### src/hw/rtl/ssis_pkg.sv
// Package with shared types, codes and constants for the sorted store search unit.
`timescale 1ns / 1ps
`default_nettype none
package ssis_pkg;

  localparam int DefaultDepth = 16;
  localparam int ValueWidth   = 32;
  localparam int LimitWidth   = 5;
  localparam logic [LimitWidth-1:0] ProbeLimitReset = 5'd8;

  typedef enum logic [1:0] {
    OP_INSERT = 2'd0,
    OP_SEARCH = 2'd1,
    OP_CLEAR  = 2'd2,
    OP_NONE   = 2'd3
  } opcode_t;

  typedef enum logic [2:0] {
    ST_INSERTED  = 3'd0,
    ST_FOUND     = 3'd1,
    ST_NOT_FOUND = 3'd2,
    ST_FULL      = 3'd3,
    ST_CLEARED   = 3'd4
  } status_t;

  typedef struct packed {
    logic [1:0]         opcode;
    logic signed [31:0] value;
  } in_word_t;

  typedef struct packed {
    logic [2:0] status;
    logic [3:0] position;
  } out_word_t;

  typedef enum logic [3:0] {
    S_IDLE,
    S_INS_RD,
    S_INS_CMP,
    S_SR_RDLO,
    S_SR_RDHI,
    S_SR_CHK,
    S_SR_MUL,
    S_SR_DIV,
    S_SR_RDMID,
    S_SR_CMP,
    S_DONE
  } state_t;

  // Commands from the controller to the datapath.
  typedef struct packed {
    logic load;
    logic ins_rd;
    logic ins_shift;
    logic ins_place;
    logic clear;
    logic rd_lo;
    logic rd_hi;
    logic lat_lo;
    logic lat_hi;
    logic mul;
    logic div_start;
    logic div_step;
    logic rd_mid;
    logic cmp;
    logic set_result;
    logic [2:0] res_status;
  } ctrl_t;

  // Status from the datapath to the controller.
  typedef struct packed {
    logic full;
    logic ins_more;
    logic ins_gt;
    logic range_ok;
    logic probes_left;
    logic out_range;
    logic ends_equal;
    logic div_done;
    logic hit;
  } stat_t;

endpackage
`default_nettype wire

### src/hw/rtl/ssis_ram.sv
// Generic RAM with one write port, a separate read port and registered read.
`timescale 1ns / 1ps
`default_nettype none
module ssis_ram #(
  parameter int Width = 32,
  parameter int Depth = 16
) (
  input  wire logic                     clk,
  input  wire logic                     we,
  input  wire logic [$clog2(Depth)-1:0] waddr,
  input  wire logic [Width-1:0]         wdata,
  input  wire logic [$clog2(Depth)-1:0] raddr,
  output logic      [Width-1:0]         rdata
);
  logic [Width-1:0] mem [Depth];

  // Write port and registered read port.
  always_ff @(posedge clk) begin
    if (we) begin
      mem[waddr] <= wdata;
    end
    rdata <= mem[raddr];
  end
endmodule
`default_nettype wire

### src/hw/rtl/ssis_datapath.sv
// Datapath: table memory, search range registers, multiplier and serial divider.
`timescale 1ns / 1ps
`default_nettype none
module ssis_datapath #(
  parameter int Depth = 16
) (
  input  wire logic                    clk,
  input  wire logic                    rst,
  input  wire ssis_pkg::in_word_t      in_word,
  input  wire logic [4:0]              probe_limit,
  input  wire ssis_pkg::ctrl_t         ctrl,
  output ssis_pkg::stat_t              stat,
  output ssis_pkg::out_word_t          result
);
  import ssis_pkg::*;

  localparam int AW = $clog2(Depth);
  localparam int CW = $clog2(Depth + 1);
  // Index registers carry two extra bits so that hi can go below zero.
  localparam int IW = AW + 2;
  localparam int QW = 64;
  localparam int DW = 33;

  logic [CW-1:0]         entry_count;
  logic signed [31:0]    key;
  logic [CW-1:0]         ins_p;
  logic signed [IW-1:0]  lo;
  logic signed [IW-1:0]  hi;
  logic signed [IW-1:0]  mid;
  logic [4:0]            probes;
  logic signed [31:0]    vlo;
  logic signed [31:0]    vhi;
  logic [QW-1:0]         quot;
  logic [DW:0]           rem;
  logic [DW-1:0]         den;
  logic [6:0]            div_cnt;
  logic                  we;
  logic [AW-1:0]         waddr;
  logic [31:0]           wdata;
  logic [AW-1:0]         raddr;
  logic [31:0]           rdata;
  logic signed [32:0]    key_off;
  logic [AW-1:0]         span;
  logic [DW:0]           rem_shift;
  logic [DW:0]           rem_sub;

  ssis_ram #(.Width(32), .Depth(Depth)) u_ram (
    .clk  (clk),
    .we   (we),
    .waddr(waddr),
    .wdata(wdata),
    .raddr(raddr),
    .rdata(rdata)
  );

  // Memory address and write selection.
  always_comb begin
    we    = ctrl.ins_shift | ctrl.ins_place;
    waddr = ins_p[AW-1:0];
    wdata = ctrl.ins_shift ? rdata : key;
    raddr = '0;
    if (ctrl.ins_rd) begin
      raddr = AW'(ins_p - CW'(1));
    end else if (ctrl.rd_lo) begin
      raddr = lo[AW-1:0];
    end else if (ctrl.rd_hi) begin
      raddr = hi[AW-1:0];
    end else if (ctrl.rd_mid) begin
      raddr = mid[AW-1:0];
    end
  end

  // The key lies inside [vlo, vhi] when the product is taken, so both factors
  // are non-negative and fit in 32 and AW bits.
  assign key_off   = 33'(key) - 33'(vlo);
  assign span      = AW'(hi - lo);
  assign rem_shift = {rem[DW-1:0], quot[QW-1]};
  assign rem_sub   = rem_shift - {1'b0, den};

  // Status toward the controller.
  always_comb begin
    stat.full        = (entry_count == CW'(Depth));
    stat.ins_more    = (ins_p != '0);
    stat.ins_gt      = ($signed(rdata) > key);
    stat.range_ok    = (lo <= hi);
    stat.probes_left = (probes < probe_limit);
    stat.out_range   = (key < vlo) || (key > vhi);
    stat.ends_equal  = (vlo == vhi);
    stat.div_done    = (div_cnt == '0);
    stat.hit         = ($signed(rdata) == key);
  end

  // Datapath registers.
  always_ff @(posedge clk) begin
    if (rst) begin
      entry_count <= '0;
    end else if (ctrl.clear) begin
      entry_count <= '0;
    end else if (ctrl.ins_place) begin
      entry_count <= entry_count + CW'(1);
    end
    if (ctrl.load) begin
      key    <= in_word.value;
      ins_p  <= entry_count;
      lo     <= '0;
      hi     <= IW'(entry_count) - IW'(1);
      probes <= '0;
    end
    if (ctrl.ins_shift) begin
      ins_p <= ins_p - CW'(1);
    end
    if (ctrl.lat_lo) begin
      vlo <= rdata;
    end
    if (ctrl.lat_hi) begin
      vhi <= rdata;
      mid <= lo;
    end
    // Numerator into the quotient shift register; the divider is restoring.
    if (ctrl.mul) begin
      quot    <= QW'(key_off[31:0]) * QW'(span);
      den     <= DW'(33'(vhi) - 33'(vlo));
      rem     <= '0;
      div_cnt <= 7'(QW);
    end
    if (ctrl.div_step) begin
      div_cnt <= div_cnt - 7'd1;
      if (!rem_sub[DW]) begin
        rem  <= rem_sub;
        quot <= {quot[QW-2:0], 1'b1};
      end else begin
        rem  <= rem_shift;
        quot <= {quot[QW-2:0], 1'b0};
      end
    end
    if (ctrl.div_start) begin
      mid <= lo + IW'(quot);
    end
    if (ctrl.cmp) begin
      probes <= probes + 5'd1;
      if ($signed(rdata) < key) begin
        lo <= mid + IW'(1);
      end else begin
        hi <= mid - IW'(1);
      end
    end
    if (ctrl.set_result) begin
      result.status <= ctrl.res_status;
      unique case (status_t'(ctrl.res_status))
        ST_INSERTED: result.position <= 4'(ins_p);
        ST_FOUND:    result.position <= 4'(mid);
        default:     result.position <= '0;
      endcase
    end
  end
endmodule
`default_nettype wire

### src/hw/rtl/ssis_ctrl.sv
// Controller state machine sequencing insert, search and clear words.
`timescale 1ns / 1ps
`default_nettype none
module ssis_ctrl (
  input  wire logic                clk,
  input  wire logic                rst,
  input  wire logic                in_valid,
  output logic                     in_stall,
  input  wire ssis_pkg::in_word_t  in_word,
  input  wire ssis_pkg::stat_t     stat,
  output ssis_pkg::ctrl_t          ctrl,
  output logic                     out_valid,
  input  wire logic                out_stall
);
  import ssis_pkg::*;

  state_t state, state_next;
  logic   out_valid_next;

  // State and output valid registers.
  always_ff @(posedge clk) begin
    if (rst) begin
      state     <= S_IDLE;
      out_valid <= 1'b0;
    end else begin
      state     <= state_next;
      out_valid <= out_valid_next;
    end
  end

  // Next state and commands.
  always_comb begin
    state_next     = state;
    ctrl           = '0;
    in_stall       = 1'b1;
    out_valid_next = out_valid & out_stall;
    unique case (state)
      S_IDLE: begin
        // A finished word still waiting at the output holds off the next input.
        in_stall = out_valid & out_stall;
        if (in_valid && !in_stall) begin
          ctrl.load = 1'b1;
          state_next = S_DONE;
          unique case (opcode_t'(in_word.opcode))
            OP_INSERT: begin
              if (stat.full) begin
                ctrl.set_result = 1'b1;
                ctrl.res_status = ST_FULL;
              end else begin
                state_next = S_INS_RD;
              end
            end
            OP_SEARCH: state_next = S_SR_CHK;
            OP_CLEAR: begin
              ctrl.clear = 1'b1;
              ctrl.set_result = 1'b1;
              ctrl.res_status = ST_CLEARED;
            end
            default: begin
              ctrl.set_result = 1'b1;
              ctrl.res_status = ST_NOT_FOUND;
            end
          endcase
        end
      end
      S_INS_RD: begin
        if (stat.ins_more) begin
          ctrl.ins_rd = 1'b1;
          state_next = S_INS_CMP;
        end else begin
          ctrl.ins_place = 1'b1;
          ctrl.set_result = 1'b1;
          ctrl.res_status = ST_INSERTED;
          state_next = S_DONE;
        end
      end
      S_INS_CMP: begin
        if (stat.ins_gt) begin
          ctrl.ins_shift = 1'b1;
          state_next = S_INS_RD;
        end else begin
          ctrl.ins_place = 1'b1;
          ctrl.set_result = 1'b1;
          ctrl.res_status = ST_INSERTED;
          state_next = S_DONE;
        end
      end
      S_SR_CHK: begin
        if (stat.range_ok && stat.probes_left) begin
          ctrl.rd_lo = 1'b1;
          state_next = S_SR_RDLO;
        end else begin
          ctrl.set_result = 1'b1;
          ctrl.res_status = ST_NOT_FOUND;
          state_next = S_DONE;
        end
      end
      S_SR_RDLO: begin
        ctrl.lat_lo = 1'b1;
        ctrl.rd_hi = 1'b1;
        state_next = S_SR_RDHI;
      end
      S_SR_RDHI: begin
        ctrl.lat_hi = 1'b1;
        state_next = S_SR_MUL;
      end
      S_SR_MUL: begin
        if (stat.out_range) begin
          ctrl.set_result = 1'b1;
          ctrl.res_status = ST_NOT_FOUND;
          state_next = S_DONE;
        end else if (stat.ends_equal) begin
          ctrl.rd_mid = 1'b1;
          state_next = S_SR_CMP;
        end else begin
          ctrl.mul = 1'b1;
          state_next = S_SR_DIV;
        end
      end
      S_SR_DIV: begin
        if (stat.div_done) begin
          ctrl.div_start = 1'b1;
          state_next = S_SR_RDMID;
        end else begin
          ctrl.div_step = 1'b1;
        end
      end
      S_SR_RDMID: begin
        ctrl.rd_mid = 1'b1;
        state_next = S_SR_CMP;
      end
      S_SR_CMP: begin
        if (stat.hit) begin
          ctrl.set_result = 1'b1;
          ctrl.res_status = ST_FOUND;
          state_next = S_DONE;
        end else begin
          ctrl.cmp = 1'b1;
          state_next = S_SR_CHK;
        end
      end
      S_DONE: begin
        if (!out_valid || !out_stall) begin
          out_valid_next = 1'b1;
          state_next = S_IDLE;
        end
      end
      default: state_next = S_IDLE;
    endcase
  end
endmodule
`default_nettype wire

### src/hw/rtl/sorted_store_interpolation_search_unit.sv
// Each probe is bounded by a 64-step restoring divider; one word in flight at a time.
// A finished word waiting in the result register stalls the input until it is taken.
// Reset (rst, synchronous) empties the table and sets probe_limit to 8.
// Table contents are undefined until written and are never cleared.
`timescale 1ns / 1ps
`default_nettype none
module sorted_store_interpolation_search_unit #(
  parameter int Depth = ssis_pkg::DefaultDepth
) (
  input  wire logic                 clk,
  input  wire logic                 rst,
  input  wire logic                 in_valid,
  output logic                      in_stall,
  input  wire ssis_pkg::in_word_t   in_data,
  output logic                      out_valid,
  input  wire logic                 out_stall,
  output ssis_pkg::out_word_t       out_data,
  input  wire logic                 cfg_valid,
  output logic                      cfg_ready,
  input  wire logic [4:0]           cfg_data
);
  import ssis_pkg::*;

  ctrl_t      ctrl;
  stat_t      stat;
  logic [4:0] probe_limit;

  // Probe limit register.
  assign cfg_ready = 1'b1;
  always_ff @(posedge clk) begin
    if (rst) begin
      probe_limit <= ProbeLimitReset;
    end else if (cfg_valid) begin
      probe_limit <= cfg_data;
    end
  end

  ssis_ctrl u_ctrl (
    .clk      (clk),
    .rst      (rst),
    .in_valid (in_valid),
    .in_stall (in_stall),
    .in_word  (in_data),
    .stat     (stat),
    .ctrl     (ctrl),
    .out_valid(out_valid),
    .out_stall(out_stall)
  );

  ssis_datapath #(.Depth(Depth)) u_dp (
    .clk        (clk),
    .rst        (rst),
    .in_word    (in_data),
    .probe_limit(probe_limit),
    .ctrl       (ctrl),
    .stat       (stat),
    .result     (out_data)
  );
endmodule
`default_nettype wire
### config.mk
export PLATFORM = sky130hd
export DESIGN_NAME = sorted_store_interpolation_search_unit
export DESIGN_NICKNAME = d
export VERILOG_FILES = /design/src/hw/rtl/ssis_pkg.sv /design/src/hw/rtl/ssis_ram.sv /design/src/hw/rtl/ssis_datapath.sv /design/src/hw/rtl/ssis_ctrl.sv /design/src/hw/rtl/sorted_store_interpolation_search_unit.sv
export SDC_FILE = /design/constraint.sdc
export NUM_CORES = 1
export LEC_CHECK = 0
export BUFFER_PORTS_ARGS = -buffer_cell sky130_fd_sc_hd__buf_2
export CAP_MARGIN = 0
export CORE_MARGIN = 5
export CORE_UTILIZATION = 50
export DETAILED_ROUTE_END_ITERATION = 12
export PLACE_DENSITY = 0.66
export SYNTH_ARGS = -nofsm -noshare
export SYNTH_HDL_FRONTEND = slang
export SYNTH_SLANG_ARGS = --single-unit
### constraint.sdc
create_clock -name clk -period 15.6 [get_ports clk]
set_input_delay 0.78 -clock clk [delete_from_list [all_inputs] [get_ports clk]]
set_output_delay 0.78 -clock clk [all_outputs]
set_load 0.01 [all_outputs]
After elaboration in Yosys (flattened, before gate mapping)
Memory sizes are Yosys's and may differ from the RTL's. A register that Yosys moved wholly into a read port is not among the register bits.
Index checks and enable logic that the tools add are counted.

storage, ports and cells
  register bits after elaboration = 283
  memory bits (writable) = 512
  bits of input ports = 44
  output and inout port bits = 10
  memories = 1

cells by class
  $add $sub $neg = 12
  multiply operators = 1
  magnitude comparators = 6
  equality and inequality tests = 19
  mux-type cells = 79
  bitwise logic cells = 2
  reduce and logical (&&, ||, !) cells = 18

memory list
  memory          words  width  rd ports  clocked after memory_dff  write ports  line            source
  u_dp.u_ram.mem  16     32     1         1                         1            ssis_ram.sv:15  logic [Width-1:0] mem [Depth];

operator list
  cell                                                              number
  64-bit 2-to-1 mux                                                 2
  33-bit 2-to-1 mux                                                 3
  4-bit 2-to-1 mux                                                  21
  32-bit == test                                                    2
  32-bit greater-than comparator                                    2
  32-bit less-than comparator                                       2
  6-bit 2-to-1 mux                                                  8
  4-bit one-hot mux with 11 select lines                            1
  32-bit by 4-bit multiplier with 36-bit output                     1
  34-bit by 33-bit subtractor with 34-bit output                    1
  32-bit by 32-bit subtractor with 33-bit output                    1
  32-bit 2-to-1 mux                                                 1
  32-bit subtractor                                                 1
  1-bit 2-to-1 mux                                                  29
  4-bit one-hot mux with 6 select lines                             1
  5-bit 2-to-1 mux                                                  4
  4-bit by 3-bit == test with 1-bit output (second input constant)  4
  4-bit one-hot mux with 2 select lines                             2
  7-bit 2-to-1 mux                                                  2
  4-bit == test (second input constant)                             3
  4-bit one-hot mux with 3 select lines                             1
  5-bit by 1-bit adder with 5-bit output (second input constant)    2
  4-bit by 2-bit == test with 1-bit output (second input constant)  2
  2-bit nonzero test                                                4
  other kinds (30)                                                  37

Depth between registers and ports, before layout
  depth in word-level cells = 8
  mapped depth = 30
  depth with buffers taken out = 30

Modules after synthesis
A second synthesis with hierarchy kept.

unflattened totals
  cells, all modules = 3194
  area, all modules = 42424.4 µm²

by module, submodules not included
  module                                  times used  cells each  area each (µm²)
  ssis_datapath                           1           2247        21668.3
  ssis_ram                                1           838         19835.3
  ssis_ctrl                               1           91          725.7
  sorted_store_interpolation_search_unit  1           18          195.2

Worst setup path before layout
Ideal clock, no wire load.

  kind = register to register
  start = reg u_dp.vlo[0]
  end = reg u_dp.div_cnt[0] (enable)
  arrival time = 9.573 ns
  required time = 14.890 ns
  slack = 5.317 ns
  cell stages (with the launch flop) = 12
  buffers on the path = 0
  period minus slack after synthesis = 10.283 ns
  cell sequence = edfxtp_1 ha_1 fa_1 nand2b_1 a21oi_1 o41ai_1 a21o_1 a21oi_2 a31oi_4 a21oi_1 nand2_1 o21ai_0

on the way
  longest elaborated chain between the ends = 5
  elaborated cells between the ends (all ways) = 7
  those cells by class = order compare: 1; eq/ne: 1; mux: 3; reduce/logical: 2

RTL lines
  what                                                                  line                                      source
  start: declaration                                                    ssis_datapath.sv:31                       logic signed [31:0] vlo;
  start signal: assignment                                              ssis_datapath.sv:113                      vlo <= rdata;
  32-bit less-than comparator / 32-bit == test (equally long branches)  ssis_datapath.sv:87, ssis_datapath.sv:88
  1-bit logical OR / 1-bit 2-to-1 mux (equally long branches)           ssis_datapath.sv:87, ssis_ctrl.sv:112
  1-bit 2-to-1 mux *                                                    ssis_ctrl.sv:108                          if (stat.out_range) begin
  1-bit 2-to-1 mux *                                                    ssis_ctrl.sv:37                           unique case (state)
  2-bit nonzero test (no source line) *                                 -
  end signal: assignment                                                ssis_datapath.sv:124                      div_cnt <= 7'(QW);
  end signal: assignment                                                ssis_datapath.sv:127                      div_cnt <= div_cnt - 7'd1;
  end: declaration                                                      ssis_datapath.sv:36                       logic [6:0] div_cnt;

Mark *: on every way between the ends. The rest lies on a longest branch, timed or not.
A chain may end at the register's enable or synchronous reset.

Worst setup path after layout
  start = reg u_dp.vlo[1]
  end = reg u_dp.quot[35] (data pin)

on the way
  longest elaborated chain between the ends = 4

RTL lines
  what                                           line                  source
  32-bit subtractor                              ssis_datapath.sv:75   assign key_off = 33'(key) - 33'(vlo);
  32-bit by 4-bit multiplier with 36-bit output  ssis_datapath.sv:121  quot <= QW'(key_off[31:0]) * QW'(span);
  64-bit 2-to-1 mux                              ssis_datapath.sv:120  if (ctrl.mul) begin
  64-bit 2-to-1 mux                              ssis_datapath.sv:126  if (ctrl.div_step) begin
  end signal: assignment                         ssis_datapath.sv:121
  end signal: assignment                         ssis_datapath.sv:130  quot <= {quot[QW-2:0], 1'b1};
  end signal: assignment                         ssis_datapath.sv:133  quot <= {quot[QW-2:0], 1'b0};
  end: declaration                               ssis_datapath.sv:33   logic [QW-1:0] quot;

Every way passes these cells. The select of a mux whose other input is x is not followed.

==> results.py <==
metrics = {
    "die": {
        "initial_core_util": 0.504,
        "die_w_um": 303,
        "rows": 107,
        "core_sq_um": 85300,
        "die-area_sq_um": 91900,
        "io_pins": 54,
        "die_h_um": 303,
    },
    "timing": {
        "fin_hold_ws_ns": 0.325,
        "worst_slew_pin_slew_ns": 1.10,
        "timing.final.crit_share": 0.456,
        "slew_headroom": 0.267,
        "fin_setup_tns_ns": 0,
        "setup_viol": 0,
        "rsz0062_at_grt": "no",
        "max_freq_mhz": 141,
        "finalHoldViolCount": 0,
        "maxSlewViolCount": 0,
        "skew_ns": 0.0621,
        "fin_crit_ns": 7.11,
    },
    "global_route": {
        "grt_pass1_wl_mm": 159,
        "grt_pass1_vias": 27308,
        "grt_overflow_total": 0,
        "antenna_found_initial": 4,
        "grt_util_all_layers": 0.223,
        "grt_max_degree": 144,
    },
    "cells_and_area": {
        "final_nets": 4122,
        "diodes": 0,
        "syn_to_final_growth_pct": 10.8,
        "drive_above_1_share": 0.0863,
    },
    "routing": {
        "drt-total-wl_mm": 102,
        "first_iter_violations": 2216,
        "wl_per_cell_um": 20.5,
        "vias": 28102,
        "dr.pass1.iters": 8,
        "ant_nets": 0,
        "via_per_inst": 5.62,
        "drc": 0,
    },
    "place": {
        "portBuffers": 52,
        "gp_congestion": 0.885,
        "dpl.hpwl_mm": 64.5,
    },
    "worst_setup_path": {
        "r2r_end": "u_dp.quot[35]$_DFFE_PP_",
        "r2r_cells": 26,
        "critPathSlowestCell": "a2111oi_1",
        "crit_path_end_kind": "flip-flop",
        "cp.required_ns": 15.97,
        "crit_path_max_fanout": 4,
        "cp-start-kind": "flip-flop",
        "cp_num_buf_inv": 3,
        "r2r-start": "u_dp.vlo[1]$_DFFE_PP_",
        "crit_family": "compound AO/OA/AOI/OAI gates",
        "arrival_ns": 7.48,
        "cpPeakStageDelay_ns": 0.68,
        "critPathKind": "reg2reg",
        "regToRegSetupSlack_ns": 8.49,
    },
    "logic_synthesis": {
        "syn_area_sq_um": 43000,
        "yosysWarnings": 0,
        "synth_edf_count": 768,
        "synth_area_per_cell_sq_um": 11.5,
        "ys_ff_latch": 827,
        "yosys-top-cells-area": "edfxtp_1 (54%), ha_1 (6.7%), nand2_1 (4.0%), mux2i_1 (3.1%), fa_1 (3.0%)",
        "synth_top_area_share": 0.537,
        "synth_top_area_cell": "edfxtp_1",
        "synth_common_cells": "edfxtp_1 (768), nand2_1 (457), inv_1 (296)",
        "synthCells": 3720,
        "synth-main-ff-cell": "edfxtp_1",
        "synthDistinctLibCells": 86,
        "synth_most_common_cell": "edfxtp_1",
        "synth.net_count": 4060,
        "async_flop_share": 0,
        "seq_area_frac_synth": 0.564,
    },
    "clock_tree": {
        "cts.clk_slew.worst_paths_ns": 0.06,
        "clock_latency_ns": 0.66,
        "cts_inserted_buffers": 90,
        "ctsResizeCount": 0,
        "max-clock-path-buffers": 3,
        "ctsRootBufferMaster": "clkbuf_16",
        "cts_sinks": 827,
        "cts_tree": "built",
        "cts_hold_buffers": 0,
        "cts_setup_buffers": 0,
        "htreeDepth": 3,
    },
    "min_path": {
        "worst_hold_path.endpoint": "u_dp.key[11]$_DFFE_PP_",
        "holdPathStages": 1,
        "min_from": "in_data[11]",
        "min_path_type": "in2reg",
    },
    "status": {
        "status": "completed",
    },
    "flow_run": {
        "maxCapViolations": 0,
    },
}
==> metrics by stage <==
step           instance area (sq um)  utilization  setup WS [ns]  std cells
3_5_place_dp                   44700        0.524           8.51       4834
2_1_floorplan                  43000            -           5.32       3720
5_1_grt                        47600        0.558           7.89       5002
6_report                       47600        0.558           8.49       5002
3_3_place_gp                   44700        0.524           8.72       4834
4_1_cts                        47600        0.558           8.53       5002
==> cells in the final DEF, fill, tap and decap left out, types with 9 or more instances in the layout <==
| cell | n |
|---|---|
| o31ai_1 | 16 |
| nor2_1 | 259 |
| nor2_4 | 20 |
| clkbuf_16 | 92 |
| clkbuf_8 | 11 |
| nand4_1 | 22 |
| nand2_1 | 456 |
| xnor2_1 | 89 |
| or3_1 | 11 |
| nor2b_1 | 30 |
| nor3_1 | 35 |
| mux2i_1 | 131 |
| dfxtp_1 | 59 |
| o21bai_1 | 19 |
| xor2_1 | 54 |
| inv_1 | 295 |
| a21oi_1 | 240 |
| clkbuf_1 | 29 |
| a211oi_1 | 58 |
| edfxtp_1 | 768 |
| a211o_1 | 36 |
| buf_2 | 52 |
| o21ai_0 | 116 |
| and2_1 | 36 |
| a32o_1 | 33 |
| buf_4 | 69 |
| nand3_1 | 98 |
| fa_1 | 65 |
| a21o_1 | 71 |
| ha_1 | 231 |
| clkinv_2 | 12 |
| nand2b_1 | 39 |
| o21a_1 | 21 |
| or2_2 | 30 |
| clkinv_1 | 9 |
| o211ai_1 | 14 |
| a22oi_1 | 34 |
| and3_1 | 44 |
==> final cells by class <==
| class | instances | area, sq um |
|---|---|---|
| inverter | 296 | 1110 |
| timing repair buffer | 123 | 818 |
| fill | 7202 | 37700 |
| sequential | 827 | 24200 |
| clock buffer | 132 | 2560 |
| multi-input combinational | 2444 | 17100 |
| tap | 1144 | 1430 |
| clock inverter | 36 | 358 |
==> worst register-to-register path, stage by stage, from the launching register on <==
cell	delay [ns]
edfxtp_1	0.42
inv_1	0.09
ha_1	0.28
nor2b_1	0.14
o21ai_0	0.11
a21boi_1	0.20
o21ai_0	0.14
a211oi_1	0.42
a21oi_1	0.24
o311ai_1	0.67
o311ai_0	0.32
nand2_1	0.21
o41ai_1	0.10
a2111oi_1	0.69
nor2_1	0.15
fa_1	0.53
inv_1	0.06
fa_1	0.53
inv_1	0.04
ha_1	0.33
a21o_1	0.20
a21o_1	0.20
a21oi_1	0.11
o21ai_0	0.15
o31ai_1	0.28
xor2_1	0.17
a21oi_1	0.08
==> registers in the layout (all words and copies together), names as in the netlist <==
name	cells
u_dp.u_ram.mem	512
u_dp.quot	64
u_dp.den	33
u_dp.rem	33
u_dp.key	32
u_dp.u_ram.rdata	32
u_dp.vhi	32
u_dp.vlo	32
u_dp.div_cnt	7
u_dp.result	7
u_dp.hi	6
u_dp.lo	6
u_dp.mid	6
probe_limit	5
u_dp.entry_count	5
u_dp.ins_p	5
u_dp.probes	5
u_ctrl.state	4
u_ctrl.out_valid	1
==> layer usage <==
layer	vias to the layer above	part of all wire	GRT usage
met5	-	0	0
met4	0	0.030	0.0664
met3	186	0.057	0.0287
met2	783	0.47	0.365
met1	13620	0.44	0.314
li1	13513	-	-
==> how the worst max path moves through the flow <==
stage	slack, ns	from	end	cells after the start
2_1_floorplan	5.32	u_dp.vlo[0]$_DFFE_PP_	u_dp.div_cnt[0]$_SDFFCE_PN0P_	11
3_3_place_gp	8.72	u_dp.vlo[1]$_DFFE_PP_	u_dp.quot[34]$_DFFE_PP_	29
3_5_place_dp	8.51	u_dp.vlo[1]$_DFFE_PP_	u_dp.quot[35]$_DFFE_PP_	26
4_1_cts	8.53	u_dp.vlo[1]$_DFFE_PP_	u_dp.quot[35]$_DFFE_PP_	26
5_1_grt	7.89	u_dp.vlo[1]$_DFFE_PP_	u_dp.quot[35]$_DFFE_PP_	26
6_report	8.49	u_dp.vlo[1]$_DFFE_PP_	u_dp.quot[35]$_DFFE_PP_	26
==> kinds of logic (layout without fill, tap and decap cells) <==
logic type / count (synthesis) / after routing / synth area share
simple gates: 1118 / 1118 / 0.118
flops: 827 / 827 / 0.564
compound gates: 749 / 749 / 0.116
buf+inv: 449 / 587 / 0.0433
fa+ha+maj: 296 / 296 / 0.0976
xor+xnor: 146 / 146 / 0.0299
mux: 134 / 134 / 0.0313
other cells: 1 / 1 / 0.0000873
Power is left out: the tool's default activity adds up to more than one toggle a clock period on the data nets, which glitch-free logic cannot reach.
